==> src/hw/rtl/gtq_pkg.sv <==
// Shared types and constants for the grouped team queue.
// No dependencies; every other file imports this package.
package gtq_pkg;

   localparam int ID_W        = 10;
   localparam int TEAM_W      = 10;
   localparam int NODE_W      = 10;
   localparam int CNT_W       = NODE_W + 1;
   localparam int POOL_DEPTH  = 1 << NODE_W;
   localparam int ID_SPACE    = 1 << ID_W;
   localparam int MODE_W      = 2;
   localparam int STAT_W      = 2;

   // item modes
   localparam logic [MODE_W-1:0] MODE_ASSIGN  = 2'd0;
   localparam logic [MODE_W-1:0] MODE_ENQUEUE = 2'd1;
   localparam logic [MODE_W-1:0] MODE_DEQUEUE = 2'd2;

   // result status codes
   localparam logic [STAT_W-1:0] STAT_OK    = 2'd0;
   localparam logic [STAT_W-1:0] STAT_EMPTY = 2'd1;
   localparam logic [STAT_W-1:0] STAT_FULL  = 2'd2;

   // controller states
   typedef enum logic [9:0] {
      ST_CLEAR  = 10'b0000000001,
      ST_IDLE   = 10'b0000000010,
      ST_ASSIGN = 10'b0000000100,
      ST_ELOOK  = 10'b0000001000,
      ST_ETEAM  = 10'b0000010000,
      ST_EDO    = 10'b0000100000,
      ST_DLOOK  = 10'b0001000000,
      ST_DTEAM  = 10'b0010000000,
      ST_DNODE  = 10'b0100000000,
      ST_FINISH = 10'b1000000000
   } state_type;

   // datapath operations
   typedef enum logic [3:0] {
      OP_NONE,
      OP_CLEAR,
      OP_CAPTURE,
      OP_ASSIGN,
      OP_ELOOK,
      OP_ETEAM,
      OP_EDO,
      OP_DLOOK,
      OP_DTEAM,
      OP_DNODE,
      OP_DDO,
      OP_DEMPTY,
      OP_NOP
   } op_type;

   typedef struct packed {
      op_type            op;
      logic [ID_W-1:0]   clear_addr;
   } cmd_type;

   typedef struct packed {
      logic [MODE_W-1:0] mode;
      logic              order_empty;
      logic              rsp_busy;
   } stat_type;

endpackage

==> src/hw/rtl/gtq_ctrl.sv <==
// Controller of the grouped team queue: sequences the datapath per item.
// Depends on gtq_pkg.
module gtq_ctrl (
   input  logic              clock,
   input  logic              reset,
   input  logic              req_fire,
   output logic              req_ready,
   input  gtq_pkg::stat_type stat,
   output gtq_pkg::cmd_type  cmd
);
   import gtq_pkg::*;

   state_type       state_ff, state_in;
   logic [ID_W-1:0] clr_ff, clr_in;
   logic            done_ff, done_in;

   assign req_ready = (state_ff == ST_IDLE);

   // next state and datapath command
   always_comb begin
      state_in       = state_ff;
      clr_in         = clr_ff;
      done_in        = done_ff;
      cmd.op         = OP_NONE;
      cmd.clear_addr = clr_ff;
      unique case (state_ff)
         ST_CLEAR: begin
            cmd.op = OP_CLEAR;
            clr_in = clr_ff + 1'b1;
            if (&clr_ff) state_in = ST_IDLE;
         end
         ST_IDLE: begin
            if (req_fire) begin
               cmd.op = OP_CAPTURE;
               case (stat.mode)
                  MODE_ASSIGN:  state_in = ST_ASSIGN;
                  MODE_ENQUEUE: state_in = ST_ELOOK;
                  MODE_DEQUEUE: state_in = ST_DLOOK;
                  default:      state_in = ST_FINISH;
               endcase
            end
         end
         ST_ASSIGN: begin
            if (!stat.rsp_busy) begin
               cmd.op   = OP_ASSIGN;
               state_in = ST_IDLE;
            end
         end
         ST_ELOOK: begin
            cmd.op   = OP_ELOOK;
            state_in = ST_ETEAM;
         end
         ST_ETEAM: begin
            cmd.op   = OP_ETEAM;
            state_in = ST_EDO;
         end
         ST_EDO: begin
            if (!stat.rsp_busy) begin
               cmd.op   = OP_EDO;
               state_in = ST_IDLE;
            end
         end
         ST_DLOOK: begin
            if (stat.order_empty) begin
               if (!stat.rsp_busy) begin
                  cmd.op   = OP_DEMPTY;
                  state_in = ST_IDLE;
               end
            end else begin
               cmd.op   = OP_DLOOK;
               state_in = ST_DTEAM;
            end
         end
         ST_DTEAM: begin
            cmd.op   = OP_DTEAM;
            state_in = ST_DNODE;
         end
         ST_DNODE: begin
            if (!done_ff) begin
               cmd.op  = OP_DNODE;
               done_in = 1'b1;
            end else if (!stat.rsp_busy) begin
               cmd.op   = OP_DDO;
               done_in  = 1'b0;
               state_in = ST_IDLE;
            end
         end
         ST_FINISH: begin
            if (!stat.rsp_busy) begin
               cmd.op   = OP_NOP;
               state_in = ST_IDLE;
            end
         end
         default: state_in = ST_CLEAR;
      endcase
   end

   // hold state; clear the tables after reset
   always_ff @(posedge clock) begin
      if (reset) begin
         state_ff <= ST_CLEAR;
         clr_ff   <= '0;
         done_ff  <= 1'b0;
      end else begin
         state_ff <= state_in;
         clr_ff   <= clr_in;
         done_ff  <= done_in;
      end
   end

endmodule

==> config.mk <==
export PLATFORM = sky130hd
export DESIGN_NAME = gtq_ctrl
export DESIGN_NICKNAME = d
export VERILOG_FILES = /design/src/hw/rtl/gtq_pkg.sv /design/src/hw/rtl/gtq_ctrl.sv
export SDC_FILE = /design/constraint.sdc
export NUM_CORES = 1
export LEC_CHECK = 0
export ABC_AREA = 1
export BUFFER_PORTS_ARGS = -buffer_cell sky130_fd_sc_hd__buf_4
export CORE_ASPECT_RATIO = 0.9
export CORE_UTILIZATION = 45
export CTS_CLUSTER_SIZE = 16
export DETAILED_ROUTE_END_ITERATION = 12
export PLACE_DENSITY = 0.69
export RECOVER_POWER = 100
export SLEW_MARGIN = 20
export SYNTH_ARGS = -nofsm -noshare
export SYNTH_HDL_FRONTEND = slang
export SYNTH_SLANG_ARGS = --single-unit
==> constraint.sdc <==
create_clock -name clock -period 1.6 [get_ports clock]
set_clock_uncertainty 0.1 [all_clocks]
set_input_delay 0.24 -clock clock [delete_from_list [all_inputs] [get_ports clock]]
set_output_delay 0.24 -clock clock [all_outputs]
set_load 0.005 [all_outputs]
==> flow_summary.toml <==
[power_and_ir_drop]
power.switching_mw = 0.362
vdd_drop_max_mv = 0.402
p_leak_nw = 1.04
comb_power_share_pct = 27.9
p_seq_share_pct = 48.3
clkPwrFrac_pct = 23.7
power_density_mw_per_mm2 = 506
switching_share_pct = 31.8
power.total_mw = 1.14
p_int_mw = 0.776

[setup_path]
endpoint_kind = "output pin"
path_max_fanout = 4
path_class = "flop to output pin"
critPathArrivalTime_ps = 1670
worstSetupStartpointType = "flop"
required_ps = 1260

[yosys]
postSynthCellCount = 213
synthesis.nets = 221
netlist_area_mm2 = 0.00131
synth.avg_cell_area_um2 = 6.17
synth.distinct_cells = 23
synth.ff_latch_count = 21
ys_seq_area_share_pct = 32.0
ys_warn_count = 0

[placed_design]
dpl.hpwl_mm = 2.68
numPortBuffers = 21
dpl.cell_count = 300
gp_congestion = 0.946

[layout]
layout-drive-gt1-share_pct = 51.4
n_antenna_cell = 0
layout_commonest_cell = "buf_4"
areaGrowthSynthToFinish_pct = 71.0
fill_cells = 177
final_cell_mix = "buf_4, nand2_1, inv_1"
nNetsFinal = 293
final_cells = 324

[floorplan]
rows = 18
io_pins = 22
die_w_um = 59.0
start_util_pct = 47.8
chipHeight_um = 53.3
die_area_mm2 = 0.00314
core_mm2 = 0.00275

[timing]
slew_viol_final = 0
relSlewSlack_pct = 79.7
rsz0062_at_grt = "yes"
fmax_mhz = 498
min_period_over_period_pct = 125
tightest_slew_ps = 303
setup_violations = 21
hold_violations = 0
fin_ws_ps = -408
min_period_ps = 2010

[cts]
clock_latency_ps = 320
path_clk_slew_ps = 120
cts_tree = "built"
cts_root_buffer = "clkbuf_4"
clock_path_buffers = 2
cts_made_buffers = 3
cts_sinks = 21
htree_levels = 1

[global_routing]
grt_use_total_pct = 28.2
grt_pass1_wl_mm = 6.39
globalRouteOverflowTotal = 0
grt_start_max_net_pins = 17
antenna_found_initial = 0
grt_pass1_vias = 1444

[status]
status = "complete, but fails checks"
violations = "negative setup slack"

[routing]
viasPerCell = 5.38
totalWireLength_mm = 4.82
drc_errors = 0
via_count = 1743
first_pass_iters = 5
drt_iter0_drc = 135
antenna_left = 0
wire_per_inst_um = 14.9

[worst_hold_path]
hp-class = "input pin to flop"

[flow_run]
maxCapViolations = 0
## synth_stat cells (all sizes together)
master	number	area (µm²)
nand3b	2	15.0
dfxtp	21	420
nor3	14	91.3
o21ai	9	45.0
a21oi	10	50.1
inv	35	131
a211oi	2	15.0
nand3	21	110
nand2	50	195
ha	1	12.5
nand4	5	31.3
xnor2	1	8.76
nor2	36	150
xor2	3	26.3
clkbuf	3	11.3
## area by class of cell
| type | instances | area (µm²) | share of cell area, % |
|---|---|---|---|
| Clock buffer | 3 | 22.5 | 1.00 |
| Clock inverter | 1 | 5.00 | 0.223 |
| Inverter | 35 | 139 | 6.18 |
| Multi-Input combinational cell | 154 | 1020 | 45.4 |
| Sequential cell | 21 | 439 | 19.5 |
| Tap cell | 40 | 50.0 | 2.23 |
| Timing Repair Buffer | 70 | 571 | 25.4 |
## critical path: stages, from the launching register on
cell	delay (ps)
dfxtp_2	360
nor2_4	170
inv_2	80
nor3_4	230
nand2_2	90
inv_2	100
nand2_4	60
nand2_2	50
nor3_1	40
nand2_1	60
buf_4	100
## per-layer routing
| metal | share of wire, % | GRT usage (%) | vias to the layer above |
|---|---|---|---|
| li1 | - | - | 825 |
| met1 | 41 | 36.9 | 810 |
| met2 | 48 | 45.8 | 86 |
| met3 | 7.7 | 5.38 | 22 |
| met4 | 3.6 | 10.7 | 0 |
| met5 | 0 | 0 | - |
## final timing paths
| check | start | cells past startpoint | slack [ps] | endpoint |
|---|---|---|---|---|
| max | state_ff[8] | 10 | -410 | cmd[11] |
| min reg2reg | clr_ff[4] | 2 | 410 | clr_ff[4] |
| max reg2reg | state_ff[8] | 9 | -160 | clr_ff[4] |
| min | stat[1] | 4 | 80 | state_ff[7] |
## through the flow
stage | hold WS [ps] | worst slack, ps | cell area [µm²] | utilization (%) | TNS (ps)
final | 77.0 | -408 | 2250 | 81.8 | -3330
after global routing | 93.5 | -468 | 2250 | 81.8 | -4740
after CTS | 73.3 | -350 | 1980 | 72.2 | -1430
after detailed placement | 378 | -110 | 1730 | 62.9 | -603
after global placement | 370 | -78.7 | 1730 | 62.9 | -327
after floorplan | 309 | 33.6 | 1310 | - | 0
## state kept, by name (all words and copies together) (netlist names)
signal	cells
clr_ff	10
state_ff	10
done_ff	1
## cells by family (layout without fill, tap and decap cells)
logic type,Yosys count,after routing,synth area share (%)
flops,21,21,32.0
simple gates,128,128,45.1
xor+xnor,4,4,2.67
buf+inv,38,109,10.9
fa+ha+maj,1,1,0.952
compound gates,21,21,8.38
## power groups by stage
stage | Sequential, mW | Combinational (mW) | Clock (mW)
6_report | 0.550 | 0.318 | 0.270
5_1_grt | 0.554 | 0.342 | 0.293
4_1_cts | 0.551 | 0.233 | 0.276
3_5_place_dp | 0.561 | 0.207 | 0
3_3_place_gp | 0.560 | 0.207 | 0
2_1_floorplan | 0.565 | 0.0988 | 0
## what timing repair did
item                                    in CTS  in global routing
hold buffers                                 0                  0
buffers inserted                            13                  8
endpoints found under the setup margin      12                 23
gates resized for setup                     40                 62
pin swaps                                   15                 17
Note: power is estimated with default switching activity, not from simulation.
